$ cat config.mk
export PLATFORM = sky130hd
export DESIGN_NAME = lrc_header_crc16_packet_deframer
export DESIGN_NICKNAME = d
export VERILOG_FILES = /design/src/rtl/lhcd_pkg.sv /design/src/rtl/lhcd_core.sv /design/src/rtl/lhcd_out_reg.sv /design/src/rtl/lrc_header_crc16_packet_deframer.sv
export SDC_FILE = /design/constraint.sdc
export NUM_CORES = 1
export LEC_CHECK = 0
export BUFFER_PORTS_ARGS = -buffer_cell sky130_fd_sc_hd__buf_2
export CORE_ASPECT_RATIO = 2
export CORE_MARGIN = 5
export CORE_UTILIZATION = 60
export CTS_BUF_LIST = sky130_fd_sc_hd__clkbuf_4
export CTS_CLUSTER_DIAMETER = 40
export DETAILED_ROUTE_END_ITERATION = 16
export GPL_ROUTABILITY_DRIVEN = 0
export GPL_TIMING_DRIVEN = 0
export PLACE_DENSITY = 0.79
export SYNTH_ARGS = -nofsm -noshare
export SYNTH_HDL_FRONTEND = slang
export SYNTH_SLANG_ARGS = --single-unit
$ cat constraint.sdc
create_clock -name clk -period 6.7 [get_ports clk]
set_input_delay 0.67 -clock clk [delete_from_list [all_inputs] [get_ports clk]]
set_output_delay 0.67 -clock clk [all_outputs]
set_load 0.05 [all_outputs]
$ cat src/rtl/lhcd_pkg.sv
// Shared types, constants and the CRC16-CCITT-FALSE byte update for the deframer.
// No dependencies; every other file of the block refers to this package.
`timescale 1ns / 1ps

package lhcd_pkg;

    localparam logic [2:0]  HDR_BYTES = 3'd5;
    localparam logic [15:0] CRC_POLY  = 16'h1021;
    localparam logic [15:0] CRC_START = 16'hFFFF;

    typedef struct packed {
        logic [7:0] data;
        logic       data_valid;
        logic [7:0] packet_id;
        logic [7:0] payload_offset;
        logic       last;
        logic       crc_ok;
    } res_t;

    function automatic logic [15:0] crc_byte(input logic [15:0] crc, input logic [7:0] b);
        logic [15:0] c;
        c = crc ^ {b, 8'h00};
        for (int k = 0; k < 8; k++)
        begin
            if (c[15])
            begin
                c = {c[14:0], 1'b0} ^ CRC_POLY;
            end
            else
            begin
                c = {c[14:0], 1'b0};
            end
        end
        return c;
    endfunction

endpackage

$ cat src/rtl/lhcd_core.sv
// Input register, header hunt and payload tracking of the deframer.
// Depends on lhcd_pkg for the result type, the header size and the CRC update.
`timescale 1ns / 1ps

module lhcd_core
(
    input  logic                clk,
    input  logic                rst_n,
    input  logic [7:0]          rx_byte,
    input  logic                rx_valid,
    output logic                rx_stall,
    input  logic                take_ok,
    output lhcd_pkg::res_t      res,
    output logic                res_valid
);

    logic        byte_valid_reg;
    logic [7:0]  byte_reg;
    logic        take;

    logic        in_packet_reg, in_packet_next;
    logic [31:0] window_reg, window_next;
    logic [2:0]  fill_reg, fill_next;
    logic [7:0]  length_reg, length_next;
    logic [7:0]  count_reg, count_next;
    logic [7:0]  id_reg, id_next;
    logic [15:0] crc_exp_reg, crc_exp_next;
    logic [15:0] crc_run_reg, crc_run_next;

    logic [2:0]  fill_inc;
    logic [7:0]  hdr_sum;
    logic [15:0] crc_new;
    logic [7:0]  count_inc;

    // The held word is consumed whenever the result register can take its outcome.
    assign take     = byte_valid_reg && take_ok;
    assign rx_stall = byte_valid_reg && !take_ok;

    always_ff @(posedge clk or negedge rst_n)
    begin
        if (!rst_n)
        begin
            byte_valid_reg <= 1'b0;
        end
        else if (rx_valid && !rx_stall)
        begin
            byte_valid_reg <= 1'b1;
        end
        else if (take)
        begin
            byte_valid_reg <= 1'b0;
        end
    end

    always_ff @(posedge clk)
    begin
        if (rx_valid && !rx_stall)
        begin
            byte_reg <= rx_byte;
        end
    end

    always_ff @(posedge clk or negedge rst_n)
    begin
        if (!rst_n)
        begin
            in_packet_reg <= 1'b0;
            window_reg    <= '0;
            fill_reg      <= '0;
            length_reg    <= '0;
            count_reg     <= '0;
            id_reg        <= '0;
            crc_exp_reg   <= '0;
            crc_run_reg   <= lhcd_pkg::CRC_START;
        end
        else
        begin
            in_packet_reg <= in_packet_next;
            window_reg    <= window_next;
            fill_reg      <= fill_next;
            length_reg    <= length_next;
            count_reg     <= count_next;
            id_reg        <= id_next;
            crc_exp_reg   <= crc_exp_next;
            crc_run_reg   <= crc_run_next;
        end
    end

    assign fill_inc  = (fill_reg == lhcd_pkg::HDR_BYTES) ? fill_reg : fill_reg + 3'd1;
    assign hdr_sum   = window_reg[31:24] + window_reg[23:16] + window_reg[15:8]
                       + window_reg[7:0] + byte_reg;
    assign crc_new   = lhcd_pkg::crc_byte(crc_run_reg, byte_reg);
    assign count_inc = count_reg + 8'd1;

    always_comb
    begin
        in_packet_next = in_packet_reg;
        window_next    = window_reg;
        fill_next      = fill_reg;
        length_next    = length_reg;
        count_next     = count_reg;
        id_next        = id_reg;
        crc_exp_next   = crc_exp_reg;
        crc_run_next   = crc_run_reg;
        res            = '0;
        res_valid      = 1'b0;

        if (take)
        begin
            if (!in_packet_reg)
            begin
                window_next = {window_reg[23:0], byte_reg};
                fill_next   = fill_inc;
                // A header is found when the LRC byte and the four bytes after it sum to zero.
                if (fill_inc == lhcd_pkg::HDR_BYTES && hdr_sum == 8'd0)
                begin
                    id_next      = window_reg[23:16];
                    length_next  = window_reg[15:8];
                    crc_exp_next = {byte_reg, window_reg[7:0]};
                    window_next  = '0;
                    fill_next    = '0;
                    count_next   = '0;
                    crc_run_next = lhcd_pkg::CRC_START;
                    if (window_reg[15:8] == 8'd0)
                    begin
                        res_valid     = 1'b1;
                        res.packet_id = window_reg[23:16];
                        res.last      = 1'b1;
                        res.crc_ok    = ({byte_reg, window_reg[7:0]} == lhcd_pkg::CRC_START);
                    end
                    else
                    begin
                        in_packet_next = 1'b1;
                    end
                end
            end
            else
            begin
                res_valid          = 1'b1;
                res.data           = byte_reg;
                res.data_valid     = 1'b1;
                res.packet_id      = id_reg;
                res.payload_offset = count_reg;
                if (count_inc >= length_reg)
                begin
                    res.last       = 1'b1;
                    res.crc_ok     = (crc_new == crc_exp_reg);
                    in_packet_next = 1'b0;
                    window_next    = '0;
                    fill_next      = '0;
                    count_next     = '0;
                    crc_run_next   = lhcd_pkg::CRC_START;
                end
                else
                begin
                    count_next   = count_inc;
                    crc_run_next = crc_new;
                end
            end
        end
    end

endmodule

$ cat src/rtl/lhcd_out_reg.sv
// Result register of the deframer, holding one finished word for the receiver.
// Depends on lhcd_pkg for the result type.
`timescale 1ns / 1ps

module lhcd_out_reg
(
    input  logic            clk,
    input  logic            rst_n,
    input  lhcd_pkg::res_t  res,
    input  logic            res_valid,
    output logic            take_ok,
    output lhcd_pkg::res_t  res_out,
    output logic            result_valid,
    input  logic            result_stall
);

    logic           valid_reg;
    lhcd_pkg::res_t res_reg;

    assign take_ok      = !valid_reg || !result_stall;
    assign result_valid = valid_reg;
    assign res_out      = res_reg;

    always_ff @(posedge clk or negedge rst_n)
    begin
        if (!rst_n)
        begin
            valid_reg <= 1'b0;
        end
        else if (take_ok)
        begin
            valid_reg <= res_valid;
        end
    end

    always_ff @(posedge clk)
    begin
        if (take_ok && res_valid)
        begin
            res_reg <= res;
        end
    end

endmodule

$ cat src/rtl/lrc_header_crc16_packet_deframer.sv
// An accepted byte is held in the input register; any result word for it is then loaded
// into the result register. Throughput: one byte per cycle while result_stall is low;
// the input register and the result register each hold one word, and the byte register
// frees whenever the result register can load. Reset clears all control state at once;
// no clearing pass is needed. Depends on lhcd_pkg, lhcd_core and lhcd_out_reg.
`timescale 1ns / 1ps

module lrc_header_crc16_packet_deframer
(
    input  logic       clk,
    input  logic       rst_n,
    input  logic [7:0] rx_byte,
    input  logic       rx_valid,
    output logic       rx_stall,
    output logic [7:0] data,
    output logic       data_valid,
    output logic [7:0] packet_id,
    output logic [7:0] payload_offset,
    output logic       last,
    output logic       crc_ok,
    output logic       result_valid,
    input  logic       result_stall
);

    lhcd_pkg::res_t res;
    lhcd_pkg::res_t res_out;
    logic           res_valid;
    logic           take_ok;

    lhcd_core u_core
    (
        .clk       (clk),
        .rst_n     (rst_n),
        .rx_byte   (rx_byte),
        .rx_valid  (rx_valid),
        .rx_stall  (rx_stall),
        .take_ok   (take_ok),
        .res       (res),
        .res_valid (res_valid)
    );

    lhcd_out_reg u_out_reg
    (
        .clk          (clk),
        .rst_n        (rst_n),
        .res          (res),
        .res_valid    (res_valid),
        .take_ok      (take_ok),
        .res_out      (res_out),
        .result_valid (result_valid),
        .result_stall (result_stall)
    );

    assign data           = res_out.data;
    assign data_valid     = res_out.data_valid;
    assign packet_id      = res_out.packet_id;
    assign payload_offset = res_out.payload_offset;
    assign last           = res_out.last;
    assign crc_ok         = res_out.crc_ok;

endmodule
* Word-level counts from Yosys, hierarchy flattened
Index checks and enable logic that the tools add are counted.
Cells by class: add/subtract/negate cells 6, $mul 0, divide/modulo/power cells 0, magnitude comparators 1, equality and inequality tests 5, shift-type cells 0, muxes and demuxes 39, bitwise gates (word level) 10, reduce and logical (&&, ||, !) cells 18
Operators by type and width (count):
- 13-bit two-way mux | 8
- 32-bit two-way mux | 3
- 16-bit two-way mux | 3
- 8-bit two-way mux | 6
- 8-bit adder | 4
- 3-bit NOT | 8
- 16-bit == test | 1
- 16-bit == test, second input constant | 1
- 8-bit logical NOT | 2
- 16-bit XOR | 1
- 3-bit two-way mux | 4
- 1-bit two-way mux | 11
- 8-bit by 1-bit adder with 8-bit output, second input constant | 1
- 8-bit greater-or-equal comparator | 1
- 2-bit two-way mux | 4
- 3-bit == test, second input constant | 2
- 2-bit AND reduction | 3
- 1-bit logical AND | 5
- 1-bit logical NOT | 4
- 2-bit nonzero test | 2
- 3-bit by 1-bit adder with 3-bit output, second input constant | 1
- 3-bit AND reduction | 1
- 2-bit != test, second input constant | 1
- 1-bit logical OR | 1
- 1-bit NOT | 1
Word-level totals: flip-flop bits (word level) 129, bits in latches 0, RAM bits 0, ROM bits 0, input port bits 12, memories 0

* Longest topological paths before layout
Gate-level depths: netlist of run 1.
word-level depth 20, gate-level depth with buffers 16, mapped depth without buffers 14

* Cells and area by module
Synthesis of run 1 repeated with hierarchy kept, for this count alone.
Second synthesis, totals: cell total of the unflattened synthesis 499, area, all modules 6507.5 um^2
Modules (own cells, without submodules):
- lhcd_core | instances 1, cells each 468, area each 5649.2 um^2, seq. area each 2587.5 um^2
- lhcd_out_reg | instances 1, cells each 31, area each 858.3 um^2, seq. area each 835.8 um^2

* Worst setup path after synthesis of run 1
Ideal clock, no wire load.
path kind register to register, from reg u_core.window_reg[1], to reg u_out_reg.res_reg (netlist bit u_out_reg.res_out[0]) (enable), library setup time 0.414 ns, arrival 4.951 ns, path slack 1.335 ns, cell stages (with the launch flop) 14, buffers on the path 0, clock period less this slack 5.365 ns, cells stage by stage dfrtp_1 fa_1 fa_1 fa_1 ha_1 inv_1 fa_1 nor2b_1 o21ai_0 a31o_2 nor3_1 nand4_2 o21ai_0 nor2b_1
On the way: cells in the longest elaborated chain, start to end 8
Ends and longest elaborated chain:
- start, declared | RTL line lhcd_core.sv:22 | logic [31:0] window_reg, window_next;
- start signal, assigned | RTL line lhcd_core.sv:79 | window_reg <= window_next;
- 8-bit adder (2 in a row) | RTL line lhcd_core.sv:91 | + window_reg[7:0] + byte_reg;
- 8-bit logical NOT | RTL line lhcd_core.sv:115 | if (fill_inc == lhcd_pkg::HDR_BYTES && hdr_sum == 8'd0)
- 1-bit logical AND | RTL line lhcd_core.sv:115
- 1-bit two-way mux | RTL line lhcd_core.sv:115
- 1-bit two-way mux | RTL line lhcd_core.sv:110 | if (!in_packet_reg)
- 1-bit two-way mux | RTL line lhcd_core.sv:108 | if (take)
- 1-bit logical AND | RTL line lhcd_out_reg.sv:38 | if (take_ok && res_valid)
- end signal, assigned | RTL line lhcd_out_reg.sv:40 | res_reg <= res;
- end, declared | RTL line lhcd_out_reg.sv:18 | lhcd_pkg::res_t res_reg;
Every way passes these cells. A chain may end at the register's enable or synchronous reset.

* Worst setup path in the final report of run 1
from reg u_core.window_reg[1], to reg u_out_reg.res_reg (netlist bit u_out_reg.res_out[12]) (enable)
The elaborated chain is that of the path after synthesis.

==> results of run 1 <==
## path summary, 6_finish.rpt
path / endpoint / cells after the start
setup / recovery: u_out_reg.res_out[12]$_SDFFCE_PN0P_ / 14
hold / removal: u_core.window_reg[31]$_DFFE_PN0P_ / 1
setup reg to reg: u_out_reg.res_out[12]$_SDFFCE_PN0P_ / 14
hold reg to reg: u_core.crc_run_reg[12]$_DFFE_PN1P_ / 1
max in group asynchronous: u_core.crc_run_reg[10]$_DFFE_PN1P_ / 2
min in group clk: u_core.byte_reg[7]$_DFFE_PP_ / 1
## per-layer routing
metal | wire, µm | track usage (%) | vias up
met2 | 8200 | 44.2 | 140
met3 | 609 | 6.02 | 55
met1 | 5200 | 24.4 | 2232
li1 | - | - | 1899
met4 | 769 | 13.8 | 0
met5 | 0 | 0 | -
## stage by stage
step / utilization, % / setup slack [ns] / instance area (µm²) / power [µW]
3_5_place_dp: 65.7 / 1.45 / 6930 / 3500
3_3_place_gp: 65.2 / 0.456 / 6880 / 3370
2_1_floorplan: - / 1.34 / 6510 / 2990
6_report: 69.1 / 1.41 / 7280 / 4150
5_1_grt: 69.1 / 1.13 / 7280 / 4460
4_1_cts: 69.0 / 1.40 / 7280 / 4150
## cell usage in the layout, fill, tap and decap left out, types with 11 or more instances in the layout
cell type and instances:
xnor2_1 31, nor3_1 11, buf_2 42, a2bb2oi_1 12, and2_1 13, edfxtp_1 35, dfrtp_1 78, dfstp_2 16
fa_1 20, ha_1 19, nand2_1 18, mux2_4 30, inv_1 29, xor2_1 20, clkbuf_4 19, a22o_1 34
nor2_1 16
## power by group through the flow
stage	Sequential, µW	Clock (µW)	Combinational [µW]
after floorplan	1300	0	1690
after global placement	1310	0	2060
after detailed placement	1330	0	2170
after CTS	1320	649	2190
after global routing	1350	685	2430
final	1320	642	2180
## area by class of cell
| cell class | instances | area [µm²] | share of cell area, % |
|---|---|---|---|
| tap | 137 | 171 | 2.35 |
| sequential | 129 | 3420 | 47.0 |
| antenna | 1 | 2.50 | 0.0344 |
| multi-input combinational | 313 | 2850 | 39.1 |
| buffer | 20 | 128 | 1.75 |
| clock inverter | 13 | 209 | 2.87 |
| inverter | 29 | 109 | 1.50 |
| timing repair buffer | 42 | 245 | 3.37 |
| clock buffer | 19 | 143 | 1.96 |
## cell families after synthesis
family                   Yosys count  share of synthesized area, %
AND/OR/NAND/NOR                   93                          7.59
multiplexers                      32                          7.25
flip-flops                       129                          52.6
buffers and inverters             49                          3.63
AO/OA/AOI/OAI                     96                          11.7
XOR/XNOR                          53                          7.36
adder cells (fa/ha/maj)           39                          9.81
==> results.yml, run 1 <==
status:
  outcome: "finished, final reports clean"
power:
  p_clk_share_pct: 15.5
  power_frac_seq_pct: 31.9
  internal_power_uw: 2390
  switching_share_pct: 42.3
  total_leakage_power_uw: 0.00315
  combPwrFrac_pct: 52.6
  ir_drop_uv: 334
  switchingPower_uw: 1750
  power-per-cell-area_mw_per_mm2: 569
setup_path:
  cp_slowest_cell: "fa_1"
  cp_num_buf_inv: 2
  crit_required_ns: 6.95
  worstPathMaxFanout: 19
  cp_cell_sequence: "fa_1 -> fa_1 -> fa_1 -> ha_1 -> inv_1 -> fa_1 -> nor2b_1 -> o21ai_0 -> a31o_2 -> nor3_1 -> nand4_2 -> o21ai_0 -> nor2b_2 -> buf_8"
  critPathTopFamily: "adder cells"
  r2r_start: "u_core.window_reg[1]$_DFFE_PN0P_"
  cp-end-kind: "flip-flop"
  ff2ff_setup_slack_ns: 1.41
  crit_type: "reg -> reg"
  startpoint_type: "flip-flop"
  startpoint: "u_core.window_reg[1]$_DFFE_PN0P_"
  slowest_delay_ns: 0.57
  cp_common_cell: "fa_1"
  crit_arrival_ns: 5.55
sta:
  clock.fmax_mhz: 189
  hold_viol: 0
  max-slew-margin-rel_pct: 41.9
  worst_slew_pin_slew_ns: 0.868
  hold-worst-slack_ns: 0.0557
  fin_crit_sh_pct: 79.0
  drv_slew: 0
  tns_ns: 0
  rsz0062_at_grt: "no"
  period_minus_slack_ns: 5.29
  setup_violations: 0
  skew_ns: 0.0122
routing:
  drc: 0
  wl_per_cell_um: 21.0
  vias: 4326
  ant_nets: 0
  drt-total-wl_um: 14800
  drt-vias-per-instance: 6.15
  drtPass1Iterations: 5
  drt_iter0_drc: 244
placement:
  dp.cells: 670
  port_buffers: 40
  dp_hpwl_um: 11000
die:
  rows: 53
  core_area_mm2: 0.0105
  ios: 41
  chipWidth_um: 83.6
  fp.dieH_um: 157
  start_util_pct: 61.7
  dieArea_mm2: 0.0132
synthesis:
  synthArstFlopShare_pct: 72.9
  yosysMostFrequentCell: "dfrtp_1"
  yosysSeqAreaShare_pct: 52.6
  ys.flop_type: "dfrtp_1"
  yosysUniqueCellTypes: 49
  synth_cells: 491
  synthesis.area_mm2: 0.00651
  synth_top_area_share_pct: 30.0
  yosys-top-cells-count: "78 x dfrtp_1, 35 x edfxtp_1, 34 x a22o_1, 31 x xnor2_1, 30 x mux2_4"
  synth_nets: 542
  yosys-top-cells-area: "dfrtp_1 30%, edfxtp_1 16%, mux2_4 6.9%"
  synth_top_cell_by_area: "dfrtp_1"
  synth_seq_cells: 129
  synth_enable_flop_cells: 35
  yosysWarningCount: 0
  avgSynthCellArea_um2: 13.3
clocking:
  cts-root-buf: "clkbuf_4"
  cts.repair.resized: 0
  clock_sink_count: 129
  clk_pin_slew_ns: 0.12
  cts_max_level: 4
  cts.path.max_buffers: 2
  cts_hold_buffers: 0
  cts_buffers: 17
  tritoncts: "done"
  clock_latency_ns: 0.54
  post_cts_buffers: 0
layout:
  drive_gt1_share_pct: 24.2
  area_delta_synth_final_pct: 11.9
  largest_reg_flops: 32
  fin_nets: 603
  instances_no_fill: 703
  fill_cells: 740
grt:
  grt_pass1_vias: 4616
  grt_pass1_wl_um: 24100
  antenna_found_initial: 1
  grt_usage_pct: 24.0
  overflow: 0
  grt_max_degree: 62
hold_path:
  hold_class: "in -> async"
run:
  max_cap_violations: 0
(Power assumes the default switching activity.)
==> inputs of run 2 (changes only) <==
CORE_UTILIZATION = 57   (was 60)
clock period = 4.78 ns   (was 6.7 ns; I/O delays follow)
==> run 2 against run 1 <==
Clock-buffer cell count down 2. Sequential share of layout area down 0.57 points. Clock power grew 25%. Sequential power grew 40%. Total power is 43% higher. Largest cell class unchanged.
==> results.yml, run 2 (synthesized netlist as in run 1, its figures left out) <==
sta:
  setup_violations: 0
  clock.fmax_mhz: 219
  worst_slew_pin_slew_ns: 0.803
  skew_ns: 0.0191
  fin_crit_sh_pct: 95.5
  drv_slew: 0
  tns_ns: 0
  max-slew-margin-rel_pct: 46.2
  hold_viol: 0
  timing.final.ws_setup_ns: 0.214
  period_minus_slack_ns: 4.57
placement:
  port_buffers: 40
  dp_hpwl_um: 11000
  pre_cts_ws_ns: -0.545
die:
  chipWidth_um: 85.6
  ios: 41
  fp.dieH_um: 161
  core_area_mm2: 0.0113
  dieArea_mm2: 0.0138
  start_util_pct: 57.7
  rows: 55
setup_path:
  cp-end-kind: "flip-flop"
  r2r_start: "u_core.window_reg[1]$_DFFE_PN0P_"
  crit_arrival_ns: 5.00
  crit_required_ns: 5.21
  worstPathMaxFanout: 10
  startpoint_type: "flip-flop"
  startpoint: "u_core.window_reg[1]$_DFFE_PN0P_"
  crit_type: "reg -> reg"
power:
  power-per-cell-area_mw_per_mm2: 803
  total_leakage_power_uw: 0.00317
  ir_drop_uv: 491
layout:
  largest_reg_flops: 32
  area_delta_synth_final_pct: 13.3
  fin_nets: 612
  final_common_cell: "dfrtp_1"
  final_cell_mix: "76 x dfrtp_1, 42 x buf_2, 35 x edfxtp_1"
  drive_gt1_share_pct: 26.3
routing:
  ant_nets: 0
  drt_iter0_drc: 259
  drtPass1Iterations: 7
  wl_per_cell_um: 20.7
  drt-vias-per-instance: 6.00
  drt-total-wl_um: 14800
  vias: 4302
  drc: 0
status:
  outcome: "finished, final reports clean"
grt:
  overflow: 0
  grt_pass1_wl_um: 23800
  grt_pass1_vias: 4670
  grt_max_degree: 62
  grt_usage_pct: 23.0
  antenna_found_initial: 1
clocking:
  clock_sink_count: 129
  cts_max_level: 4
  clock_latency_ns: 0.56
  cts_buffers: 17
  cts-root-buf: "clkbuf_4"
  clk_pin_slew_ns: 0.11
  tritoncts: "done"
  cts.path.max_buffers: 2
hold_path:
  hp-start: "rx_byte[4]"
  hold_class: "in -> reg"
run:
  max_cap_violations: 0
==> run 2: cell count changes in the layout (fill, tap and decap cells not counted), sizes merged <==
cell | previous run | this run
buf | 52 | 59
bufinv | 5 | 3
clkbuf | 29 | 27
inv | 31 | 33
clkinv | 5 | 6
clkinvlp | 1 | 2
dlygate4sd3 | 0 | 1
nor2b | 3 | 4
==> run 2: report_power, final <==
| part | internal (µW) | switching (µW) |
|---|---|---|
| Sequential | 1490 | 357 |
| Clock | 368 | 436 |
| Combinational | 1410 | 1860 |
| Total | 3280 | 2650 |
==> run 2: worst paths after layout <==
check                                                    end  slack (ns)  cells past startpoint
setup / recovery           u_core.crc_exp_reg[6]$_DFFE_PN0P_        0.21                     15
hold / removal                  u_core.byte_reg[4]$_DFFE_PP_        0.10                      1
setup reg to reg           u_core.crc_exp_reg[6]$_DFFE_PN0P_        0.21                     15
hold reg to reg             u_core.length_reg[0]$_DFFE_PN0P_        0.51                      1
max in group asynchronous  u_core.crc_run_reg[5]$_DFFE_PN1P_        3.65                      3
min in group asynchronous  u_core.window_reg[15]$_DFFE_PN0P_        0.41                      2
==> run 2: repair_timing <==
item,CTS,global route
hold buffers,1,0
setup buffers,4,4
cloned,1,0
endpoints found under the setup margin,27,113
gates resized for setup,3,10
hold endpoints to repair,33,0
pin swaps,0,3
==> run 2: worst max-delay path, cell delays in order (launching register included) <==
cell,delay (ns)
dfrtp_2,0.46
fa_1,0.53
fa_1,0.52
fa_1,0.55
ha_1,0.18
inv_1,0.06
fa_1,0.39
nor2b_1,0.12
o21ai_1,0.11
a31o_2,0.29
nor3_4,0.17
nand4_4,0.18
nor3_4,0.21
buf_4,0.19
buf_8,0.18
mux2_4,0.31
==> run 2: final cells by class <==
type | count | area, µm²
Timing Repair Buffer | 50 | 313
Inverter | 29 | 109
Buffer | 20 | 139
Clock buffer | 17 | 128
Sequential cell | 129 | 3430
Multi-Input combinational cell | 314 | 2900
Fill cell | 858 | 3910
Tap cell | 142 | 178
Clock inverter | 15 | 181
Antenna cell | 1 | 2.50
==> run 2: metrics by stage <==
step                      hold slack [ns]  instance area (µm²)  util (%)  total power (µW)  cells
after CTS                          0.0767                 7300      64.7              5750    712
after global routing               0.0688                 7380      65.4              6370    717
after detailed placement            0.462                 6920      61.3              4910    674
after floorplan                     0.182                 6520         -              4190    491
after global placement              0.475                 6890      61.1              4730    673
final                               0.103                 7380      65.4              5930    717
==> run 2: per-layer routing <==
| metal | vias to the layer above | part of all wire (%) | track usage [%] |
|---|---|---|---|
| li1 | 1924 | - | - |
| met1 | 2173 | 34 | 23.0 |
| met2 | 142 | 55 | 41.7 |
| met3 | 63 | 4.1 | 4.75 |
| met4 | 0 | 7.3 | 15.0 |
| met5 | - | 0 | 0 |
